<file path="src/sv/adl_pkg.sv">
// Shared types, constants and helpers for the Adler-32 style checksum block.
// No dependencies; used by every module in sv/.
package adl_pkg;

	localparam int unsigned SUM_W  = 16;
	localparam int unsigned BYTE_W = 8;
	localparam int unsigned IDX_W  = 1;

	localparam logic [SUM_W-1:0] MODULUS = 16'd65521;

	// Register indexes on the configuration port
	localparam logic [IDX_W-1:0] REG_SEED_LOW  = 1'b0;
	localparam logic [IDX_W-1:0] REG_SEED_HIGH = 1'b1;

	typedef struct packed {
		logic [SUM_W-1:0] low;
		logic [SUM_W-1:0] high;
	} adl_seeds_t;

	// One word leaving the input stage toward the running sums
	typedef struct packed {
		logic              advance;
		logic              last;
		logic [BYTE_W-1:0] data;
	} adl_step_t;

	// Single conditional subtract; input is below twice the modulus
	function automatic logic [SUM_W-1:0] fold(input logic [SUM_W:0] v);
		logic [SUM_W:0] m;
		m = {1'b0, MODULUS};
		if (v >= m) begin
			fold = SUM_W'(v - m);
		end else begin
			fold = v[SUM_W-1:0];
		end
	endfunction

endpackage

</file>
<file path="src/sv/adl_cfg_regs.sv">
// Seed registers of the checksum block, written through the plain write port.
// Depends on adl_pkg.
module adl_cfg_regs (
	input  logic                        clk,
	input  logic                        arst_n,
	input  logic                        cfg_wen,
	input  logic [adl_pkg::IDX_W-1:0]   cfg_index,
	input  logic [adl_pkg::SUM_W-1:0]   cfg_data,
	output adl_pkg::adl_seeds_t         seeds
);

	logic [adl_pkg::SUM_W-1:0] seed_low_q;
	logic [adl_pkg::SUM_W-1:0] seed_high_q;

	always_ff @(posedge clk or negedge arst_n) begin
		if (!arst_n) begin
			seed_low_q  <= '0;
			seed_high_q <= '0;
		end else if (cfg_wen) begin
			unique case (cfg_index)
				adl_pkg::REG_SEED_LOW:  seed_low_q  <= cfg_data;
				adl_pkg::REG_SEED_HIGH: seed_high_q <= cfg_data;
				default: ;
			endcase
		end
	end

	assign seeds.low  = seed_low_q;
	assign seeds.high = seed_high_q;

endmodule

</file>
<file path="src/sv/adl_sum_unit.sv">
// Running low/high sums modulo 65521, one byte per step.
// Depends on adl_pkg.
module adl_sum_unit (
	input  logic                        clk,
	input  logic                        arst_n,
	input  adl_pkg::adl_step_t          step,
	input  adl_pkg::adl_seeds_t         seeds,
	output logic [adl_pkg::SUM_W-1:0]   lo_next,
	output logic [adl_pkg::SUM_W-1:0]   hi_next
);

	logic [adl_pkg::SUM_W-1:0] sum_low_q;
	logic [adl_pkg::SUM_W-1:0] sum_high_q;

	always_comb begin
		lo_next = adl_pkg::fold({1'b0, sum_low_q} + {{(adl_pkg::SUM_W+1-adl_pkg::BYTE_W){1'b0}},
			step.data});
		hi_next = adl_pkg::fold({1'b0, sum_high_q} + {1'b0, lo_next});
	end

	// On the last byte the sums restart from the (folded) seeds
	always_ff @(posedge clk or negedge arst_n) begin
		if (!arst_n) begin
			sum_low_q  <= '0;
			sum_high_q <= '0;
		end else if (step.advance) begin
			if (step.last) begin
				sum_low_q  <= adl_pkg::fold({1'b0, seeds.low});
				sum_high_q <= adl_pkg::fold({1'b0, seeds.high});
			end else begin
				sum_low_q  <= lo_next;
				sum_high_q <= hi_next;
			end
		end
	end

`ifndef SYNTH
	a_sums_in_range: assert property (@(posedge clk) disable iff (!arst_n)
		sum_low_q < adl_pkg::MODULUS && sum_high_q < adl_pkg::MODULUS)
		else $error("running sum reached the modulus");
	a_restart_on_last: assert property (@(posedge clk) disable iff (!arst_n)
		step.advance && step.last |=>
		sum_low_q == adl_pkg::fold({1'b0, $past(seeds.low)}))
		else $error("low sum not reloaded from seed after last word");
	a_hold_when_idle: assert property (@(posedge clk) disable iff (!arst_n)
		!step.advance |=> $stable(sum_low_q) && $stable(sum_high_q))
		else $error("sums moved without a word");
`endif

endmodule

</file>
<file path="src/sv/adler32_checksum.sv">
// Top level of the Adler-32 style byte stream checksum.
// Depends on adl_pkg, adl_cfg_regs and adl_sum_unit.
//
// Usage:
//   Input channel (in_valid / in_stall, data_byte, last_byte) takes one
//   message byte per word; last_byte marks the final byte of a message.
//   Output channel (out_valid / out_stall, checksum) gives one word per
//   message: high sum in bits 31:16, low sum in bits 15:0.
//   Config port (cfg_wen, cfg_index, cfg_data) writes seed_low (index 0)
//   and seed_high (index 1). A new seed is loaded into the sums when a
//   last byte is folded in; the message in flight keeps its sums.
// Timing:
//   An accepted word sits in the input register and is then folded into the
//   sums; for a last byte the checksum enters the result register with that
//   same fold. Throughput is one byte per clock while in_stall is low, set
//   by the combinational add/fold of the low and high sums.
// Reset:
//   Seeds and both sums clear to zero; both stages come up empty.
// Stall:
//   A held checksum blocks only a further last byte; ordinary bytes keep
//   flowing past it, and in_stall rises only when the input register holds
//   a last byte that cannot move on.
module adler32_checksum (
	input  logic                        clk,
	input  logic                        arst_n,
	input  logic                        cfg_wen,
	input  logic [adl_pkg::IDX_W-1:0]   cfg_index,
	input  logic [adl_pkg::SUM_W-1:0]   cfg_data,
	input  logic                        in_valid,
	output logic                        in_stall,
	input  logic [adl_pkg::BYTE_W-1:0]  data_byte,
	input  logic                        last_byte,
	output logic                        out_valid,
	input  logic                        out_stall,
	output logic [2*adl_pkg::SUM_W-1:0] checksum
);

	adl_pkg::adl_seeds_t       seeds;
	adl_pkg::adl_step_t        step;
	logic [adl_pkg::SUM_W-1:0] lo_next;
	logic [adl_pkg::SUM_W-1:0] hi_next;

	// input register
	logic                       valid_s1;
	logic                       last_s1;
	logic [adl_pkg::BYTE_W-1:0] data_s1;

	// result register
	logic                          out_valid_q;
	logic [2*adl_pkg::SUM_W-1:0]   checksum_q;

	logic out_free;

	adl_cfg_regs u_cfg (
		.clk       (clk),
		.arst_n    (arst_n),
		.cfg_wen   (cfg_wen),
		.cfg_index (cfg_index),
		.cfg_data  (cfg_data),
		.seeds     (seeds)
	);

	// result slot can take a word if empty or being drained
	assign out_free = !out_valid_q || !out_stall;

	always_comb begin
		step.advance = valid_s1 && (!last_s1 || out_free);
		step.last    = last_s1;
		step.data    = data_s1;
	end

	assign in_stall = valid_s1 && !step.advance;

	adl_sum_unit u_sum (
		.clk     (clk),
		.arst_n  (arst_n),
		.step    (step),
		.seeds   (seeds),
		.lo_next (lo_next),
		.hi_next (hi_next)
	);

	always_ff @(posedge clk or negedge arst_n) begin
		if (!arst_n) begin
			valid_s1 <= 1'b0;
		end else if (!in_stall) begin
			valid_s1 <= in_valid;
		end
	end

	always_ff @(posedge clk) begin
		if (in_valid && !in_stall) begin
			data_s1 <= data_byte;
			last_s1 <= last_byte;
		end
	end

	always_ff @(posedge clk or negedge arst_n) begin
		if (!arst_n) begin
			out_valid_q <= 1'b0;
		end else if (out_free) begin
			out_valid_q <= step.advance && step.last;
		end
	end

	always_ff @(posedge clk) begin
		if (out_free && step.advance && step.last) begin
			checksum_q <= {hi_next, lo_next};
		end
	end

	assign out_valid = out_valid_q;
	assign checksum  = checksum_q;

`ifndef SYNTH
	a_last_gives_word: assert property (@(posedge clk) disable iff (!arst_n)
		step.advance && step.last |=> out_valid && checksum == {$past(hi_next), $past(lo_next)})
		else $error("last word did not produce its checksum");
	a_stall_only_on_last: assert property (@(posedge clk) disable iff (!arst_n)
		in_stall |-> valid_s1 && last_s1 && out_valid_q && out_stall)
		else $error("input stalled without a blocked last word");
	a_word_has_source: assert property (@(posedge clk) disable iff (!arst_n)
		$rose(out_valid) |-> $past(step.advance && step.last))
		else $error("result word with no last byte behind it");
	a_halves_in_range: assert property (@(posedge clk) disable iff (!arst_n)
		out_valid |-> checksum[adl_pkg::SUM_W-1:0] < adl_pkg::MODULUS &&
		checksum[2*adl_pkg::SUM_W-1:adl_pkg::SUM_W] < adl_pkg::MODULUS)
		else $error("checksum half out of range");
`endif

endmodule
</file>
<file path="config.mk">
export PLATFORM = sky130hd
export DESIGN_NAME = adler32_checksum
export DESIGN_NICKNAME = d
export VERILOG_FILES = /design/src/sv/adl_pkg.sv /design/src/sv/adl_cfg_regs.sv /design/src/sv/adl_sum_unit.sv /design/src/sv/adler32_checksum.sv
export SDC_FILE = /design/constraint.sdc
export NUM_CORES = 1
export LEC_CHECK = 0
export ABC_AREA = 1
export BUFFER_PORTS_ARGS = -buffer_cell sky130_fd_sc_hd__buf_2
export CAP_MARGIN = 10
export CORE_UTILIZATION = 60
export CTS_BUF_LIST = sky130_fd_sc_hd__clkbuf_8
export DETAILED_ROUTE_END_ITERATION = 12
export GPL_ROUTABILITY_DRIVEN = 1
export PLACE_DENSITY = 0.8
export SLEW_MARGIN = 20
export SYNTH_ARGS = -nofsm -noshare
export SYNTH_HDL_FRONTEND = slang
export SYNTH_SLANG_ARGS = --single-unit
</file>
<file path="constraint.sdc">
create_clock -name clk -period 5.3 [get_ports clk]
set_clock_uncertainty 0.2 [all_clocks]
set_input_delay 0.265 -clock clk [delete_from_list [all_inputs] [get_ports clk]]
set_output_delay 0.265 -clock clk [all_outputs]
set_load 0.02 [all_outputs]
</file>
==> flow_summary.ini, run 1 <==
[status]
status = finished clean

[final_layout]
fin_area_um2 = 8980
antenna_cells = 0
final_cells = 1360
final_util = 0.736
drive_gt1_frac = 0.174
syn_to_final_growth_pct = 17.3
num-fill-cells = 1017
final_net_count = 1254

[timing]
finalHoldViolations = 0
period_share = 0.948
layout_setup_ws_ns = 0.277
tightest_slew_ns = 0.879
max_freq_ghz = 0.199
setup-violations-final = 0
timing.hold.ws_ns = 0.0255
tns_ns = 0
min_period_ns = 5.02
drv_slew = 0
slew_headroom = 0.414
rsz0062_at_grt = true

[grt]
grt_pass1_vias = 6997
track_usage = 0.343
grt_overflow = 0
grt_first_pass_wirelength_mm = 34.3
grt_max_degree = 67
antenna_found_initial = 0

[hold_path]
hold_path.class = input pin to flip-flop
whs_path_depth = 3
holdCritStartpoint = cfg_data[3]
hold_end = u_cfg.seed_high_q[3]$_DFFE_PN0P_

[critical_path]
crit_type = flip-flop to flip-flop
crit_fanout = 5
timing.rr.start = data_s1[0]$_DFFE_PP_
reg2reg_depth = 35
crit_slowest_cell = edfxtp_1
critPathRequiredTime_ns = 5.40
slowest_delay_ns = 0.36
r2r_setup_slack_ns = 0.28
endpoint_kind = flip-flop
cp_common_cell = nand2_1
cp.arrival_ns = 5.12
critPathLaunchType = flip-flop
r2r_end = u_sum.sum_high_q[14]$_DFFE_PN0P_

[pwr]
power.total_mw = 5.65
ir_drop_uv = 307
p_leak_nw = 4.74
power.density_nw_per_um2 = 629

[die]
rows = 40
pin_count = 65
die_h_um = 115
die_w_um = 115
core_um2 = 12200
start_util = 0.627
die-area_um2 = 13200

[placement]
place_ws_ns = -0.0209
io_buffers = 64
dp_cells = 1308
place_congestion = 0.990
dp.final_hpwl_mm = 16.0
dpl-instance-area_um2 = 8230

[synthesis]
yosys.area.top_type = dfrtp_1
synth_area_um2 = 7660
synth-main-ff-cell = dfrtp_1
synth-seq-cells = 107
synth.most_common_cell = nand2_1
yosys-top-cells-count = nand2_1 (364), inv_1 (182), nand3_1 (82)
synth_warnings = 0
yosysSeqAreaShare = 0.377
synthTopCellsByArea = dfrtp_1 (22%), nand2_1 (18%), edfxtp_1 (16%)
synth_enable_flop_cells = 41
avgSynthCellArea_um2 = 7.12
async_reset_ff_frac = 0.617
synth.distinct_cells = 43
yosysTopAreaCellShare = 0.216
synth_cells = 1076
syn_nets = 1143

[clock_network]
numCtsBuffers = 9
clock_latency_ns = 0.41
cts_root_buf = clkbuf_8
clkSlewWorstSetupHoldPaths_ns = 0.11
htree_levels = 3
cts.path.max_buffers = 2
tritoncts = built
cts_sinks = 107

[drt]
viasPerCell = 5.51
drt-wirelength-per-cell_um = 16.0
drc_errors = 0
routed_wl_mm = 21.8
dr.pass1.iters = 6
drtAntennaViolNets = 0
drtIter0Drc = 702
vias = 7497

[job]
max_cap_viol_count = 0
[area by class of cell]
class / instances / area, um2 / share of cell area
clock buffer: 9 / 124 / 0.0138
timing repair buffer: 119 / 812 / 0.0904
clock inverter: 7 / 110 / 0.0123
sequential: 107 / 2880 / 0.321
multi-input combinational: 765 / 4150 / 0.462
inverter: 185 / 694 / 0.0773
tap: 168 / 210 / 0.0234
[worst max-delay path, delay by kind of cell, from the launching register on]
kind | cells | cell delay (ns)
adder cells (fa/ha/maj) | 4 | 1.09
buffers and inverters | 5 | 0.45
flip-flops | 1 | 0.36
AND/OR/NAND/NOR | 26 | 2.80
[state kept, by name (all words and copies together) (netlist names)]
register,cells
valid_s1,1
last_s1,1
u_sum.sum_low_q,16
data_s1,8
u_sum.sum_high_q,16
u_cfg.seed_high_q,16
out_valid,1
checksum,32
u_cfg.seed_low_q,16
[repair_timing]
| item | 4_1_cts | 5_1_grt |
|---|---|---|
| setup buffers | 0 | 7 |
| pin swaps | 0 | 13 |
| resized for setup | 2 | 40 |
| cloned | 0 | 2 |
| setup endpoints to repair | 13 | 32 |
| hold buffers | 27 | 0 |
| endpoints found under the hold margin | 106 | 0 |
[kinds of logic (layout without fill, tap and decap cells)]
logic type                 after synthesis  after routing  synth area share
xor gates and xnor gates                18             18            0.0216
adders and majority gates               36             36            0.0608
AOI/OAI and AO/OA                       99             99            0.0721
and+or+nand+nor                        610            612             0.363
buffers and inverters                  206            320             0.106
DFF                                    107            107             0.377
[how the worst max path moves through the flow]
stage | cells past startpoint | endpoint | startpoint | slack, ns
after floorplan | 31 | checksum[26]$_DFFE_PP_ | u_sum.sum_low_q[0]$_DFFE_PN0P_ | 0.55
after global placement | 33 | u_sum.sum_high_q[9]$_DFFE_PN0P_ | u_sum.sum_low_q[0]$_DFFE_PN0P_ | 0.06
after detailed placement | 33 | u_sum.sum_high_q[10]$_DFFE_PN0P_ | u_sum.sum_low_q[0]$_DFFE_PN0P_ | -0.02
after CTS | 32 | u_sum.sum_high_q[14]$_DFFE_PN0P_ | u_sum.sum_low_q[0]$_DFFE_PN0P_ | 0.03
after global routing | 38 | u_sum.sum_high_q[10]$_DFFE_PN0P_ | u_sum.sum_low_q[0]$_DFFE_PN0P_ | -0.1
final | 35 | u_sum.sum_high_q[14]$_DFFE_PN0P_ | data_s1[0]$_DFFE_PP_ | 0.28
[power breakdown]
| part | internal (mW) | switching (mW) | total, mW |
|---|---|---|---|
| clock | 0.275 | 0.320 | 0.595 |
| sequential | 1.13 | 0.170 | 1.30 |
| combinational | 1.31 | 2.43 | 3.75 |
[layout by cell type (no fill, tap or decap), drive strengths merged]
cell type	netlist	layout
clkbuf	13	9
a32o	4	4
nor3	10	10
nor2	63	63
nand2	394	394
xor2	12	12
clkinv	0	3
buf	8	92
a31oi	4	4
o2111ai	1	1
bufinv	0	2
a21o	1	1
fa	2	2
o21ai	59	59
a211oi	1	1
nand3	97	98
dfrtp	66	66
nor4	3	3
a21oi	24	24
xnor2	6	6
and2	6	7
edfxtp	41	41
dlygate4sd3	0	27
inv	185	187
nand3b	9	9
nand4	25	25
ha	34	34
a21boi	1	1
or2	3	3
a31o	1	1
o211ai	2	2
a32oi	1	1
[metal layers]
layer | share of wire | GRT usage | vias to the layer above
met1 | 0.43 | 0.461 | 3423
met2 | 0.45 | 0.553 | 370
met5 | 0 | 0 | -
li1 | - | - | 3650
met3 | 0.093 | 0.0849 | 54
met4 | 0.026 | 0.0970 | 0
No activity file was read; power rests on OpenSTA's default activity.
==> run 2, diff against run 1 <==
Settings changed: SYNTH_HIERARCHICAL from default to 1.
==> run 2 against run 1 <==
  * First-iteration DRC count decreased by 13%
  * Via count decreased by 3.4%
  * Sequential share of layout area up 0.47 points
  * Critical endpoint is now u_sum/sum_high_q[15]$_DFFE_PN0P_
  * Largest cell class unchanged
==> flow_summary.ini, run 2 <==
[synthesis]
synth.distinct_cells = 43
synth_warnings = 6
synth_cells = 1081
yosys-top-cells-count = nand2_1 (406), inv_1 (145), nand3_1 (97)
syn_nets = 1148
synthTopCellsByArea = dfrtp_1 (21%), nand2_1 (20%), edfxtp_1 (16%)
synth_enable_flop_cells = 41
synth_area_um2 = 7800
async_reset_ff_frac = 0.617
avgSynthCellArea_um2 = 7.22
yosys.area.top_type = dfrtp_1
synth.most_common_cell = nand2_1
synth-seq-cells = 107
yosysSeqAreaShare = 0.369
synth-main-ff-cell = dfrtp_1
yosysTopAreaCellShare = 0.212

[timing]
period_share = 0.936
finalHoldViolations = 0
tightest_slew_ns = 0.958
min_period_ns = 4.96
setup-violations-final = 0
slew_headroom = 0.361
tns_ns = 0
drv_slew = 0
max_freq_ghz = 0.201

[die]
rows = 41
start_util = 0.616
die-area_um2 = 13500
die_w_um = 116
die_h_um = 116
core_um2 = 12700
pin_count = 65

[drt]
drtIter0Drc = 610
drtAntennaViolNets = 0
drt-wirelength-per-cell_um = 15.0
drc_errors = 0
vias = 7245
routed_wl_mm = 20.3
dr.pass1.iters = 5
viasPerCell = 5.35

[placement]
io_buffers = 64
dp.final_hpwl_mm = 15.2
place_congestion = 0.946

[pwr]
comb_power_share = 0.655
intPower_mw = 2.39
swShare = 0.528
pwr-share-seq = 0.248
ir_drop_uv = 293
p_leak_nw = 4.73
p_clk_frac = 0.097
power.switching_mw = 2.68
power.density_nw_per_um2 = 572

[critical_path]
crit_fanout = 8
critPathRequiredTime_ns = 5.39
critPathLaunchType = flip-flop
cp_common_cell = nand2_1
crit_type = flip-flop to flip-flop
slowest_delay_ns = 0.41
cp.arrival_ns = 5.06
crit_slowest_cell = ha_1
endpoint_kind = flip-flop

[grt]
grt_pass1_vias = 6647
grt_max_degree = 67
grt_first_pass_wirelength_mm = 32.3
antenna_found_initial = 0
grt_overflow = 0
grt_use_met2 = 0.506
busiest_layer = met2
met3_usage = 0.0518
use_met1 = 0.444
track_usage = 0.317

[final_layout]
final_common_cell = nand2_1
final_net_count = 1243
layout_common_cells = nand2_1 (398), inv_1 (144), nand3_1 (96)
drive_gt1_frac = 0.169
antenna_cells = 0
syn_to_final_growth_pct = 13.5
largest_reg_flops = 32
final_util = 0.699

[clock_network]
cts_root_buf = clkbuf_8
clock_latency_ns = 0.39
htree_levels = 3
cts_sinks = 107
numCtsBuffers = 9
cts.path.max_buffers = 2
clkSlewWorstSetupHoldPaths_ns = 0.11
tritoncts = built

[job]
max_cap_viol_count = 0

[status]
status = finished clean

[hold_path]
hold_path.class = input pin to flip-flop
[run 2: changes by cell type in the layout (fill, tap and decap cells not counted), moves of 10 or more]
| cell | before | now |
|---|---|---|
| buf_4 | 26 | 11 |
| inv_1 | 181 | 144 |
| nand2_1 | 359 | 398 |
| o21ai_0 | 56 | 18 |
| nand3_2 | 16 | 26 |
| nand3_1 | 79 | 96 |
| ha_1 | 23 | 33 |
| a21oi_1 | 22 | 34 |
[run 2: power groups by stage]
stage | clock network (mW) | logic, mW | registers [mW]
2_1_floorplan | 0 | 2.39 | 1.30
3_3_place_gp | 0 | 3.06 | 1.27
3_5_place_dp | 0 | 3.11 | 1.27
4_1_cts | 0.505 | 3.14 | 1.25
5_1_grt | 0.536 | 3.67 | 1.28
6_report | 0.494 | 3.32 | 1.26
[run 2: final cells by class]
type / instances / area [um2]
timing repair buffer: 107 / 744
tap: 172 / 215
inverter: 149 / 564
sequential: 107 / 2880
clock buffer: 9 / 124
fill: 1085 / 3820
clock inverter: 7 / 68.8
multi-input combinational: 802 / 4250
[run 2: cells by family (layout without fill, tap and decap cells)]
group	Yosys count	count (layout)	share of synthesized area
and+or+nand+nor	676	678	0.406
buffers and inverters	174	272	0.0948
DFF	107	107	0.369
AOI/OAI and AO/OA	66	66	0.0459
adders and majority gates	36	36	0.0597
xor gates and xnor gates	22	22	0.0247
[run 2: critical path, delay by kind of cell, from the launching register on]
| family | cells | cell delay, ns |
|---|---|---|
| and+or+nand+nor | 25 | 2.89 |
| DFF | 1 | 0.38 |
| adders and majority gates | 3 | 1.02 |
| buffers and inverters | 3 | 0.35 |
[run 2: timing repair]
action / CTS / global route
resized for setup: 0 / 23
endpoints found under the setup margin: 0 / 32
setup buffers: 0 / 5
hold buffers: 29 / 0
endpoints found under the hold margin: 109 / 0
[run 2: path summary, 6_finish.rpt]
kind	endpoint	slack, ns	from	cells after the start
max reg2reg	u_sum/sum_high_q[15]$_DFFE_PN0P_	0.34	data_s1[0]$_DFFE_PP_	31
min	u_cfg/seed_high_q[7]$_DFFE_PN0P_	0.10	cfg_index	3
max	u_sum/sum_high_q[15]$_DFFE_PN0P_	0.34	data_s1[0]$_DFFE_PP_	31
max in group asynchronous	u_sum/sum_high_q[1]$_DFFE_PN0P_	3.95	arst_n	3
min reg2reg	u_sum/sum_high_q[0]$_DFFE_PN0P_	0.30	u_sum/sum_high_q[0]$_DFFE_PN0P_	2
min in group asynchronous	u_sum/sum_low_q[14]$_DFFE_PN0P_	0.38	arst_n	3
[run 2: metrics by stage]
| step | std cells | hold WS (ns) | power [mW] | worst slack [ns] | instance area [um2] |
|---|---|---|---|---|---|
| 2_1_floorplan | 1081 | -0.231 | 3.69 | 0.512 | 7800 |
| 3_3_place_gp | 1301 | 0.241 | 4.32 | 0.293 | 8230 |
| 4_1_cts | 1346 | 0.0822 | 4.89 | 0.177 | 8710 |
| 3_5_place_dp | 1301 | 0.244 | 4.38 | 0.195 | 8230 |
| 5_1_grt | 1353 | 0.0866 | 5.49 | -0.0395 | 8850 |
| 6_report | 1353 | 0.101 | 5.07 | 0.337 | 8850 |
[run 2: layer usage]
layer | up-vias | wire length, um
li1 | 3638 | -
met1 | 3348 | 9260
met2 | 235 | 9300
met3 | 24 | 1410
met4 | 0 | 354
met5 | - | 0
